**src/sv/vppg_pkg.sv**
```systemverilog
`default_nettype none
package vppg_pkg;

  localparam int COORD_W = 12;
  localparam int POS_W   = 13;
  localparam int VAL_W   = 26;
  localparam int NPOINTS = 4;

  localparam logic [63:0] HALF_PI_Q30 = 64'd1686629713;

  localparam logic [1:0] OPC_LOAD   = 2'd0;
  localparam logic [1:0] OPC_START  = 2'd1;
  localparam logic [1:0] OPC_STEP   = 2'd2;
  localparam logic [1:0] OPC_UNUSED = 2'd3;

  localparam logic [2:0] KIND_LINE    = 3'd0;
  localparam logic [2:0] KIND_ARC     = 3'd1;
  localparam logic [2:0] KIND_POINT   = 3'd2;
  localparam logic [2:0] KIND_QUAD    = 3'd3;
  localparam logic [2:0] KIND_CUBIC   = 3'd4;
  localparam logic [2:0] KIND_INVALID = 3'd7;

  localparam logic [6:0] PC_LINE  = 7'd0;
  localparam logic [6:0] PC_QUAD  = 7'd12;
  localparam logic [6:0] PC_CUBIC = 7'd34;

  typedef enum logic [5:0] {
    S_IDLE  = 6'b000001,
    S_RUN   = 6'b000010,
    S_DIV   = 6'b000100,
    S_ARC_X = 6'b001000,
    S_ARC_Y = 6'b010000,
    S_DONE  = 6'b100000
  } state_e;

  typedef enum logic [2:0] {
    OP_SET, OP_MUL, OP_DIV, OP_ACC, OP_GET, OP_PUT, OP_END
  } mop_e;

  typedef enum logic [3:0] {
    SRC_ONE, SRC_TWO, SRC_THREE, SRC_A, SRC_I, SRC_P0, SRC_P1, SRC_P2, SRC_P3
  } msrc_e;

  typedef struct packed {
    mop_e  op;
    msrc_e src;
  } mword_t;

  // Sequencer program: one coordinate of a line, quadratic or cubic point.
  // The value register is scaled by multiplies and divisions by the span,
  // and each finished term is added into the accumulator.
  function automatic mword_t prog_word(input logic [6:0] pc);
    mword_t w;
    w = '{OP_END, SRC_ONE};
    unique case (pc)
      // Line: ((r - i) * p0 + i * p1) / r
      7'd0:  w = '{OP_SET, SRC_ONE};
      7'd1:  w = '{OP_MUL, SRC_A};
      7'd2:  w = '{OP_MUL, SRC_P0};
      7'd3:  w = '{OP_ACC, SRC_ONE};
      7'd4:  w = '{OP_SET, SRC_ONE};
      7'd5:  w = '{OP_MUL, SRC_I};
      7'd6:  w = '{OP_MUL, SRC_P1};
      7'd7:  w = '{OP_ACC, SRC_ONE};
      7'd8:  w = '{OP_GET, SRC_ONE};
      7'd9:  w = '{OP_DIV, SRC_ONE};
      7'd10: w = '{OP_PUT, SRC_ONE};
      7'd11: w = '{OP_END, SRC_ONE};
      // Quadratic
      7'd12: w = '{OP_SET, SRC_ONE};
      7'd13: w = '{OP_MUL, SRC_A};
      7'd14: w = '{OP_MUL, SRC_A};
      7'd15: w = '{OP_DIV, SRC_ONE};
      7'd16: w = '{OP_MUL, SRC_P0};
      7'd17: w = '{OP_DIV, SRC_ONE};
      7'd18: w = '{OP_ACC, SRC_ONE};
      7'd19: w = '{OP_SET, SRC_TWO};
      7'd20: w = '{OP_MUL, SRC_A};
      7'd21: w = '{OP_MUL, SRC_P1};
      7'd22: w = '{OP_DIV, SRC_ONE};
      7'd23: w = '{OP_MUL, SRC_I};
      7'd24: w = '{OP_DIV, SRC_ONE};
      7'd25: w = '{OP_ACC, SRC_ONE};
      7'd26: w = '{OP_SET, SRC_ONE};
      7'd27: w = '{OP_MUL, SRC_I};
      7'd28: w = '{OP_MUL, SRC_P2};
      7'd29: w = '{OP_DIV, SRC_ONE};
      7'd30: w = '{OP_MUL, SRC_I};
      7'd31: w = '{OP_DIV, SRC_ONE};
      7'd32: w = '{OP_ACC, SRC_ONE};
      7'd33: w = '{OP_END, SRC_ONE};
      // Cubic
      7'd34: w = '{OP_SET, SRC_ONE};
      7'd35: w = '{OP_MUL, SRC_A};
      7'd36: w = '{OP_MUL, SRC_A};
      7'd37: w = '{OP_DIV, SRC_ONE};
      7'd38: w = '{OP_MUL, SRC_P0};
      7'd39: w = '{OP_DIV, SRC_ONE};
      7'd40: w = '{OP_MUL, SRC_A};
      7'd41: w = '{OP_DIV, SRC_ONE};
      7'd42: w = '{OP_ACC, SRC_ONE};
      7'd43: w = '{OP_SET, SRC_THREE};
      7'd44: w = '{OP_MUL, SRC_A};
      7'd45: w = '{OP_MUL, SRC_P1};
      7'd46: w = '{OP_DIV, SRC_ONE};
      7'd47: w = '{OP_MUL, SRC_A};
      7'd48: w = '{OP_DIV, SRC_ONE};
      7'd49: w = '{OP_MUL, SRC_I};
      7'd50: w = '{OP_DIV, SRC_ONE};
      7'd51: w = '{OP_ACC, SRC_ONE};
      7'd52: w = '{OP_SET, SRC_THREE};
      7'd53: w = '{OP_MUL, SRC_A};
      7'd54: w = '{OP_MUL, SRC_P2};
      7'd55: w = '{OP_DIV, SRC_ONE};
      7'd56: w = '{OP_MUL, SRC_I};
      7'd57: w = '{OP_DIV, SRC_ONE};
      7'd58: w = '{OP_MUL, SRC_I};
      7'd59: w = '{OP_DIV, SRC_ONE};
      7'd60: w = '{OP_ACC, SRC_ONE};
      7'd61: w = '{OP_SET, SRC_ONE};
      7'd62: w = '{OP_MUL, SRC_I};
      7'd63: w = '{OP_MUL, SRC_P3};
      7'd64: w = '{OP_DIV, SRC_ONE};
      7'd65: w = '{OP_MUL, SRC_I};
      7'd66: w = '{OP_DIV, SRC_ONE};
      7'd67: w = '{OP_MUL, SRC_I};
      7'd68: w = '{OP_DIV, SRC_ONE};
      7'd69: w = '{OP_ACC, SRC_ONE};
      default: w = '{OP_END, SRC_ONE};
    endcase
    return w;
  endfunction

endpackage
`default_nettype wire

```
**src/sv/vector_path_point_generator.sv**
```systemverilog
`default_nettype none
// Vector path point generator. Load words fill four control points, a start word picks a
// line, arc, point, quadratic or cubic Bezier, and each step word returns the next point as
// two 8-bit DAC levels with tlast on the final point. A point, or a line or curve of zero
// span, answers a step directly from the first control point, and an arc point uses one
// signed multiplier for cosine then sine. Line and curve points run a small microprogram
// twice (x, then y) over one 14x12 multiplier and a restoring divider that retires one
// quotient bit per cycle. The block takes no new word while a step is being worked out.
module vector_path_point_generator
  import vppg_pkg::*;
#(
  parameter int STEP_STRIDE  = 16,
  parameter int SINE_ENTRIES = 256
) (
  input  wire logic        clk_i,
  input  wire logic        rst_ni,
  input  wire logic        s_axis_tvalid_i,
  output logic             s_axis_tready_o,
  // kind[2:0], point_index[4:3], px[16:5], py[28:17], radius[40:29],
  // first_angle[51:41], final_angle[62:52], dwell_us[78:63], zero[79]
  input  wire logic [79:0] s_axis_tdata_i,
  // op[1:0]
  input  wire logic [1:0]  s_axis_tuser_i,
  output logic             m_axis_tvalid_o,
  input  wire logic        m_axis_tready_i,
  // dac_x[7:0], dac_y[15:8], hold_us[31:16]
  output logic [31:0]      m_axis_tdata_o,
  output logic             m_axis_tlast_o
);

  localparam int IdxW = $clog2(SINE_ENTRIES);

  // Quarter-wave Taylor series in Q30, rounded to Q15 and signed by quadrant.
  function automatic logic signed [15:0] sine_entry(input int k);
    logic [63:0] f, quad, rem, x, x2, t, q;
    logic signed [63:0] sum;
    logic signed [15:0] v;
    f    = 64'(4 * k);
    quad = f / SINE_ENTRIES;
    rem  = f % SINE_ENTRIES;
    if (quad[0]) rem = 64'(SINE_ENTRIES) - rem;
    x   = rem * HALF_PI_Q30 / SINE_ENTRIES;
    x2  = (x * x) >> 30;
    t   = x;
    sum = signed'(x);
    t   = ((t * x2) >> 30) / 6;
    sum = sum - signed'(t);
    t   = ((t * x2) >> 30) / 20;
    sum = sum + signed'(t);
    t   = ((t * x2) >> 30) / 42;
    sum = sum - signed'(t);
    t   = ((t * x2) >> 30) / 72;
    sum = sum + signed'(t);
    t   = ((t * x2) >> 30) / 110;
    sum = sum - signed'(t);
    if (sum < 0) sum = 0;
    q = (64'(sum) + 64'd16384) >> 15;
    if (q > 64'd32767) q = 64'd32767;
    v = signed'(q[15:0]);
    if (quad >= 64'd2) v = -v;
    return v;
  endfunction

  logic signed [15:0] sine_rom [SINE_ENTRIES];

  for (genvar k = 0; k < SINE_ENTRIES; k++) begin : g_sine
    assign sine_rom[k] = sine_entry(k);
  end

  // Input fields.
  logic [1:0]         in_op;
  logic [2:0]         in_kind;
  logic [1:0]         in_index;
  logic [11:0]        in_px, in_py, in_radius;
  logic signed [10:0] in_start, in_end;
  logic [15:0]        in_dwell;
  logic               in_fire;

  assign in_op    = s_axis_tuser_i;
  assign in_kind  = s_axis_tdata_i[2:0];
  assign in_index = s_axis_tdata_i[4:3];
  assign in_px    = s_axis_tdata_i[16:5];
  assign in_py    = s_axis_tdata_i[28:17];
  assign in_radius = s_axis_tdata_i[40:29];
  assign in_start = signed'(s_axis_tdata_i[51:41]);
  assign in_end   = signed'(s_axis_tdata_i[62:52]);
  assign in_dwell = s_axis_tdata_i[78:63];

  // Control state.
  state_e             state_q, state_d;
  logic               busy_q, busy_d;
  logic [2:0]         kind_q, kind_d;
  logic [11:0]        radius_q, radius_d;
  logic signed [10:0] ang_now_q, ang_now_d, ang_last_q, ang_last_d;
  logic [POS_W-1:0]   pos_q, pos_d;
  logic [11:0]        span_q, span_d;
  logic [15:0]        dwell_q, dwell_d;
  logic [6:0]         pc_q, pc_d;
  logic               coord_q, coord_d;
  logic [4:0]         cnt_q, cnt_d;
  logic               mvalid_q, mvalid_d;

  // Payload.
  logic [11:0]      ctrl_x_q [NPOINTS];
  logic [11:0]      ctrl_x_d [NPOINTS];
  logic [11:0]      ctrl_y_q [NPOINTS];
  logic [11:0]      ctrl_y_d [NPOINTS];
  logic [VAL_W-1:0] v_q, v_d, acc_q, acc_d;
  logic [11:0]      rem_q, rem_d;
  logic [7:0]       resx_q, resx_d, resy_q, resy_d;
  logic [15:0]      reshold_q, reshold_d;
  logic             reslast_q, reslast_d;
  logic [7:0]       mx_q, mx_d, my_q, my_d;
  logic [15:0]      mhold_q, mhold_d;
  logic             mlast_q, mlast_d;

  // Span of a new primitive from the first to its far control point.
  logic [1:0]  far;
  logic [11:0] dx, dy, span_new;

  always_comb begin
    unique case (in_kind)
      KIND_LINE:  far = 2'd1;
      KIND_QUAD:  far = 2'd2;
      KIND_CUBIC: far = 2'd3;
      default:    far = 2'd0;
    endcase
    dx = (ctrl_x_q[far] > ctrl_x_q[0]) ? ctrl_x_q[far] - ctrl_x_q[0]
                                       : ctrl_x_q[0] - ctrl_x_q[far];
    dy = (ctrl_y_q[far] > ctrl_y_q[0]) ? ctrl_y_q[far] - ctrl_y_q[0]
                                       : ctrl_y_q[0] - ctrl_y_q[far];
    span_new = (dx > dy) ? dx : dy;
  end

  // Shared multiply and divide datapath.
  mword_t           word;
  logic [11:0]      opnd;
  logic [VAL_W-1:0] mul_p;
  logic [12:0]      rem_sh;
  logic             q_bit;
  logic [6:0]       pc_start;

  assign word = prog_word(pc_q);

  always_comb begin
    unique case (word.src)
      SRC_ONE:   opnd = 12'd1;
      SRC_TWO:   opnd = 12'd2;
      SRC_THREE: opnd = 12'd3;
      SRC_A:     opnd = span_q - pos_q[11:0];
      SRC_I:     opnd = pos_q[11:0];
      SRC_P0:    opnd = coord_q ? ctrl_y_q[0] : ctrl_x_q[0];
      SRC_P1:    opnd = coord_q ? ctrl_y_q[1] : ctrl_x_q[1];
      SRC_P2:    opnd = coord_q ? ctrl_y_q[2] : ctrl_x_q[2];
      SRC_P3:    opnd = coord_q ? ctrl_y_q[3] : ctrl_x_q[3];
      default:   opnd = 12'd0;
    endcase
  end

  assign mul_p  = VAL_W'(v_q[13:0]) * VAL_W'(opnd);
  assign rem_sh = {rem_q, v_q[VAL_W-1]};
  assign q_bit  = rem_sh >= {1'b0, span_q};

  always_comb begin
    unique case (kind_q)
      KIND_QUAD:  pc_start = PC_QUAD;
      KIND_CUBIC: pc_start = PC_CUBIC;
      default:    pc_start = PC_LINE;
    endcase
  end

  // Arc point: centre + radius * table / 32768, truncated toward zero.
  logic [7:0]          cos_m;
  logic [31:0]         sin_t, cos_t;
  logic signed [15:0]  trig;
  logic signed [28:0]  arc_p;
  logic [11:0]         centre;
  logic signed [30:0]  arc_sum, arc_q;
  logic [15:0]         arc_w, arc_adj;
  logic [7:0]          arc_dac;

  assign cos_m = ang_now_q[7:0] + 8'd64;
  assign sin_t = (32'(ang_now_q[7:0]) * SINE_ENTRIES) >> 8;
  assign cos_t = (32'(cos_m) * SINE_ENTRIES) >> 8;

  always_comb begin
    trig    = (state_q == S_ARC_X) ? sine_rom[cos_t[IdxW-1:0]] : sine_rom[sin_t[IdxW-1:0]];
    centre  = (state_q == S_ARC_X) ? ctrl_x_q[0] : ctrl_y_q[0];
    arc_p   = signed'({1'b0, radius_q}) * trig;
    arc_sum = 31'(arc_p) + signed'({4'd0, centre, 15'd0});
    arc_q   = arc_sum[30] ? (arc_sum + 31'sd32767) >>> 15 : arc_sum >>> 15;
    arc_w   = arc_q[15:0];
    arc_adj = arc_w[15] ? arc_w + 16'd15 : arc_w;
    arc_dac = arc_adj[11:4];
  end

  assign in_fire         = s_axis_tvalid_i && s_axis_tready_o;
  assign s_axis_tready_o = (state_q == S_IDLE);

  always_comb begin
    state_d    = state_q;
    busy_d     = busy_q;
    kind_d     = kind_q;
    radius_d   = radius_q;
    ang_now_d  = ang_now_q;
    ang_last_d = ang_last_q;
    pos_d      = pos_q;
    span_d     = span_q;
    dwell_d    = dwell_q;
    pc_d       = pc_q;
    coord_d    = coord_q;
    cnt_d      = cnt_q;
    ctrl_x_d   = ctrl_x_q;
    ctrl_y_d   = ctrl_y_q;
    v_d        = v_q;
    acc_d      = acc_q;
    rem_d      = rem_q;
    resx_d     = resx_q;
    resy_d     = resy_q;
    reshold_d  = reshold_q;
    reslast_d  = reslast_q;
    mx_d       = mx_q;
    my_d       = my_q;
    mhold_d    = mhold_q;
    mlast_d    = mlast_q;
    mvalid_d   = mvalid_q && !m_axis_tready_i;

    unique case (state_q)
      S_IDLE: begin
        if (in_fire) begin
          unique case (in_op)
            OPC_LOAD: begin
              ctrl_x_d[in_index] = in_px;
              ctrl_y_d[in_index] = in_py;
            end
            OPC_START: begin
              kind_d     = in_kind;
              radius_d   = in_radius;
              ang_now_d  = in_start;
              ang_last_d = in_end;
              dwell_d    = in_dwell;
              pos_d      = '0;
              span_d     = '0;
              busy_d     = 1'b1;
              if (in_kind == KIND_LINE || in_kind == KIND_QUAD || in_kind == KIND_CUBIC) begin
                span_d = span_new;
              end else if (in_kind == KIND_ARC) begin
                busy_d = (in_start <= in_end);
              end else if (in_kind != KIND_POINT) begin
                busy_d = 1'b0;
              end
            end
            OPC_STEP: begin
              if (busy_q) begin
                if (kind_q == KIND_ARC) begin
                  state_d = S_ARC_X;
                end else if (kind_q == KIND_POINT || span_q == 12'd0) begin
                  // A point, or a line or curve of zero span, shows the first point once.
                  resx_d    = ctrl_x_q[0][11:4];
                  resy_d    = ctrl_y_q[0][11:4];
                  reshold_d = (kind_q == KIND_POINT) ? dwell_q : 16'd0;
                  reslast_d = 1'b1;
                  busy_d    = 1'b0;
                  state_d   = S_DONE;
                end else begin
                  pc_d    = pc_start;
                  coord_d = 1'b0;
                  acc_d   = '0;
                  state_d = S_RUN;
                end
              end
            end
            default: ;
          endcase
        end
      end
      S_RUN: begin
        pc_d = pc_q + 7'd1;
        unique case (word.op)
          OP_SET: v_d = VAL_W'(opnd);
          OP_MUL: v_d = mul_p;
          OP_ACC: acc_d = acc_q + v_q;
          OP_GET: v_d = acc_q;
          OP_PUT: acc_d = v_q;
          OP_DIV: begin
            rem_d   = '0;
            cnt_d   = 5'(VAL_W - 1);
            state_d = S_DIV;
          end
          OP_END: begin
            if (!coord_q) begin
              resx_d  = acc_q[11:4];
              coord_d = 1'b1;
              pc_d    = pc_start;
              acc_d   = '0;
            end else begin
              resy_d    = acc_q[11:4];
              reshold_d = 16'd0;
              reslast_d = (pos_q + POS_W'(STEP_STRIDE)) > {1'b0, span_q};
              pos_d     = pos_q + POS_W'(STEP_STRIDE);
              if ((pos_q + POS_W'(STEP_STRIDE)) > {1'b0, span_q}) busy_d = 1'b0;
              state_d = S_DONE;
            end
          end
          default: ;
        endcase
      end
      S_DIV: begin
        rem_d = q_bit ? 12'(rem_sh - {1'b0, span_q}) : rem_sh[11:0];
        v_d   = {v_q[VAL_W-2:0], q_bit};
        cnt_d = cnt_q - 5'd1;
        if (cnt_q == 5'd0) state_d = S_RUN;
      end
      S_ARC_X: begin
        resx_d  = arc_dac;
        state_d = S_ARC_Y;
      end
      S_ARC_Y: begin
        resy_d    = arc_dac;
        reshold_d = 16'd0;
        reslast_d = (ang_now_q >= ang_last_q);
        if (ang_now_q >= ang_last_q) begin
          busy_d = 1'b0;
        end else begin
          ang_now_d = ang_now_q + 11'sd1;
        end
        state_d = S_DONE;
      end
      S_DONE: begin
        if (!mvalid_q || m_axis_tready_i) begin
          mx_d     = resx_q;
          my_d     = resy_q;
          mhold_d  = reshold_q;
          mlast_d  = reslast_q;
          mvalid_d = 1'b1;
          state_d  = S_IDLE;
        end
      end
      default: state_d = S_IDLE;
    endcase
  end

  always_ff @(posedge clk_i or negedge rst_ni) begin
    if (!rst_ni) begin
      state_q    <= S_IDLE;
      busy_q     <= 1'b0;
      kind_q     <= '0;
      radius_q   <= '0;
      ang_now_q  <= '0;
      ang_last_q <= '0;
      pos_q      <= '0;
      span_q     <= '0;
      dwell_q    <= '0;
      pc_q       <= '0;
      coord_q    <= 1'b0;
      cnt_q      <= '0;
      mvalid_q   <= 1'b0;
    end else begin
      state_q    <= state_d;
      busy_q     <= busy_d;
      kind_q     <= kind_d;
      radius_q   <= radius_d;
      ang_now_q  <= ang_now_d;
      ang_last_q <= ang_last_d;
      pos_q      <= pos_d;
      span_q     <= span_d;
      dwell_q    <= dwell_d;
      pc_q       <= pc_d;
      coord_q    <= coord_d;
      cnt_q      <= cnt_d;
      mvalid_q   <= mvalid_d;
    end
  end

  always_ff @(posedge clk_i) begin
    ctrl_x_q  <= ctrl_x_d;
    ctrl_y_q  <= ctrl_y_d;
    v_q       <= v_d;
    acc_q     <= acc_d;
    rem_q     <= rem_d;
    resx_q    <= resx_d;
    resy_q    <= resy_d;
    reshold_q <= reshold_d;
    reslast_q <= reslast_d;
    mx_q      <= mx_d;
    my_q      <= my_d;
    mhold_q   <= mhold_d;
    mlast_q   <= mlast_d;
  end

  assign m_axis_tvalid_o = mvalid_q;
  assign m_axis_tdata_o  = {mhold_q, my_q, mx_q};
  assign m_axis_tlast_o  = mlast_q;

endmodule
`default_nettype wire
```
**config.mk**
```make
export PLATFORM = sky130hd
export DESIGN_NAME = vector_path_point_generator
export DESIGN_NICKNAME = d
export VERILOG_FILES = /design/src/sv/vppg_pkg.sv /design/src/sv/vector_path_point_generator.sv
export SDC_FILE = /design/constraint.sdc
export NUM_CORES = 2
export LEC_CHECK = 0
export BUFFER_PORTS_ARGS = -buffer_cell sky130_fd_sc_hd__buf_2
export CORE_ASPECT_RATIO = 0.8
export CORE_MARGIN = 10
export CORE_UTILIZATION = 45
export CTS_CLUSTER_SIZE = 25
export DETAILED_ROUTE_END_ITERATION = 8
export HOLD_SLACK_MARGIN = 0.06
export PLACE_DENSITY = 0.7
export SLEW_MARGIN = 0
export SYNTH_ARGS = -nofsm -noshare
export SYNTH_HDL_FRONTEND = slang
export SYNTH_SLANG_ARGS = --single-unit
```
**constraint.sdc**
```tcl
create_clock -name clk_i -period 11.5 [get_ports clk_i]
set_input_delay 2.3 -clock clk_i [delete_from_list [all_inputs] [get_ports clk_i]]
set_output_delay 2.3 -clock clk_i [all_outputs]
set_load 0.01 [all_outputs]
```
==> results.ini <==
[setup_path]
r2r_slack_ns = 1.21
worstSetupStartpoint = ang_now_q[0]$_DFFE_PN0P_
critPathRequiredTime_ns = 11.80
r2r_end = resx_q[5]$_DFFE_PP_
cp-start-kind = flip-flop
cp_slowest_stage_delay_ns = 0.89
r2r_cells = 33
crit_buf_inv = 5
path_max_fanout = 30
path_common_cell = fa_1
worstSetupPathType = reg -> reg
cp_top_family = adder cells
critPathSlowestCell = a221oi_1
r2r_start = ang_now_q[0]$_DFFE_PN0P_
crit_end = resx_q[5]$_DFFE_PP_
worstPathArrival_ns = 10.58
critical_path_cell_count = 33
worstSetupEndpointType = flip-flop

[finish]
area_growth_pct = 8.061
layout.nets = 4990
drive_above_1_share_pct = 9.895

[floorplanning]
rows = 95
io_pins = 121
die-area_um2 = 97050
coreArea_um2 = 84160
initial_core_util_pct = 45.41
die_w_um = 345.8
die_h_um = 280.7

[grt]
track_usage_pct = 25.51
grt-ovfl-total = 0
grt_pass1_wl_um = 193200
grt_pass1_vias = 31550
grt_max_degree = 86
antenna_found_initial = 1

[clock_tree]
cts_inserted_buffers = 40
clk_latency_ns = 0.61
clock_sinks = 321
cts_root_buf = clkbuf_16
htree_num_levels = 2
clk_pin_slew_ns = 0.07
cts.repair.resized = 0
cts_setup_buffers = 0
cts_buffer_depth = 3
holdBufCountCts = 0
cts_tree = done

[logic_synthesis]
synth-edff-count = 226
yosys.area_share.adder_pct = 26.89
synth-seq-area-share_pct = 23.98
syn-instance-count = 4268
ys_seq_elements = 321
synth_top_family_by_area = adder cells
synth_xor_xnor_area_share_pct = 2.681
synthTopCellsByArea = edfxtp_1, fa_1, ha_1, dfrtp_1, nand2_1
synthFlopType = edfxtp_1
synth_compound_area_share_pct = 16.31
synth-simple-area-share_pct = 16.84
mappedNetlistArea_um2 = 38220
synthesis.nets = 4984
async_reset_ff_share_pct = 29.60
synthMuxAreaShare_pct = 5.615
yosysWarnings = 0
avgSynthCellArea_um2 = 8.954
yosys.area.top_type = edfxtp_1
synth_cell_types = 97
post-synth-top-area-fraction_pct = 17.76

[detailed_routing]
wl_per_cell_um = 23.30
drc_errors = 0
ant_nets = 0
drt-total-wl_um = 126300
vias_per_cell = 6.051
drt_iter0_drc = 3852
drt_pass1_iterations = 6
vias = 32820

[timing]
rsz0062_at_grt = no
period_needed_ns = 10.29
max_slew_margin_pct = 15.55
setup_viol = 0
hold_violations = 0
worst_pin_slew_ns = 1.262
fin_skew_ns = 0.04103
period_share_pct = 89.44
finalMaxSlewViolations = 0
finalSetupTns_ns = 0
fmax_ghz = 0.09723

[outcome]
run_status = complete, no violations

[job]
maxCapViolCount = 0

[hold_path]
hold_class = reg -> reg

[placed_design]
hpwl_um = 95240
gp_congestion = 1.042
io_buffers = 119

## cell usage in the layout (no fill, tap or decap), types with 15 or more instances in the layout
cell / count
o31ai_1: 15
a311oi_1: 19
inv_1: 479
ha_1: 311
xnor2_1: 64
a211oi_1: 43
and2_1: 135
or3_1: 15
mux4_2: 53
nand2b_1: 47
dfrtp_1: 87
nand2_1: 528
a21oi_1: 261
nor2_1: 270
xor2_1: 53
o22ai_1: 45
nand3_1: 55
nor4_1: 20
buf_4: 96
clkbuf_16: 41
buf_2: 118
nor2b_1: 60
o21ai_0: 225
mux2i_1: 85
a221oi_1: 26
nor3_1: 78
and3_1: 37
o211ai_1: 29
a22oi_1: 31
a21o_1: 62
edfxtp_1: 226
fa_1: 319
nand4_1: 26
a31oi_1: 32
or2_2: 16
o21a_1: 18
## through the flow
step	setup slack [ns]	area [um2]	hold WS, ns	utilization, %	cells
final	1.215	41300	0.3795	49.07	5423
after global routing	0.6341	41290	0.3979	49.06	5421
after CTS	1.461	41290	0.3834	49.06	5420
after detailed placement	1.509	39970	0.4045	47.49	5347
after global placement	1.666	39970	0.4021	47.49	5347
after floorplan	2.582	38220	0.4003	-	4268
## logic make-up (layout without fill, tap and decap cells)
family                     Yosys count  after routing
DFF                                321            321
AOI/OAI and AO/OA                  961            961
xor gates and xnor gates           117            117
and+or+nand+nor                   1355           1355
adders and majority gates          630            630
muxes                              147            147
buffers and inverters              735            772
other                                2              5
## routing by layer
metal,vias to the layer above,track usage (%),share of wire [%]
met5,-,0,0
met4,0,7.864,3.3
met3,212,8.412,13
met2,1737,35.04,39
met1,16060,37.26,44
li1,14800,-,-
## layout make-up
cell class	instances	area, um2
Clock inverter	27	277.8
Antenna cell	3	7.507
Multi-Input combinational cell	3212	26210
Clock buffer	46	1045
Fill cell	7940	42860
Sequential cell	321	9179
Timing Repair Buffer	217	1371
Inverter	482	1809
Tap cell	1115	1395
## worst reg2reg max path, delay by kind of cell, from the launching register on
| family | cells | cell delay (ns) |
|---|---|---|
| buffers and inverters | 5 | 0.67 |
| DFF | 1 | 0.34 |
| muxes | 1 | 0.42 |
| xor gates and xnor gates | 2 | 0.37 |
| and+or+nand+nor | 9 | 1.62 |
| AOI/OAI and AO/OA | 8 | 2.69 |
| adders and majority gates | 8 | 3.88 |
## state kept, by name, summed over array words and instances, names as in the netlist, 9 cells and up
name        cells
ang_now_q      11
ctrl_x_q       48
pos_q           9
acc_q          26
ctrl_y_q       48
v_q            26
ang_last_q     11
mhold_q        16
radius_q       12
rem_q          12
span_q         12
reshold_q      16
dwell_q        16
## synth_stat cells (all sizes together) (37+ instances only)
cell	n
and3	37
o21ai	237
edfxtp	226
o22ai	45
mux4	53
nor3	80
nor2	276
a211oi	43
ha	311
a21o	62
clkbuf	130
and2	136
buf	123
a21oi	265
inv	482
nand2b	47
dfrtp	94
fa	319
nand2	529
mux2i	85
nand3	55
xnor2	64
nor2b	62
xor2	53
## worst min-delay path by stage
stage                           startpoint                        to  depth (start not counted)
5_1_grt                resy_q[1]$_DFFE_PP_         my_q[1]$_DFFE_PP_                          0
3_5_place_dp    reshold_q[7]$_SDFFCE_PP0P_      mhold_q[7]$_DFFE_PP_                          0
2_1_floorplan      reslast_q$_SDFFCE_PP1P_  m_axis_tlast_o$_DFFE_PP_                          0
6_report               resy_q[1]$_DFFE_PP_         my_q[1]$_DFFE_PP_                          0
4_1_cts                resy_q[1]$_DFFE_PP_         my_q[1]$_DFFE_PP_                          0
3_3_place_gp   reshold_q[15]$_SDFFCE_PP0P_     mhold_q[15]$_DFFE_PP_                          0
Power is left out: the tool's default activity adds up to more than one toggle a clock period on the data nets, which glitch-free logic cannot reach.
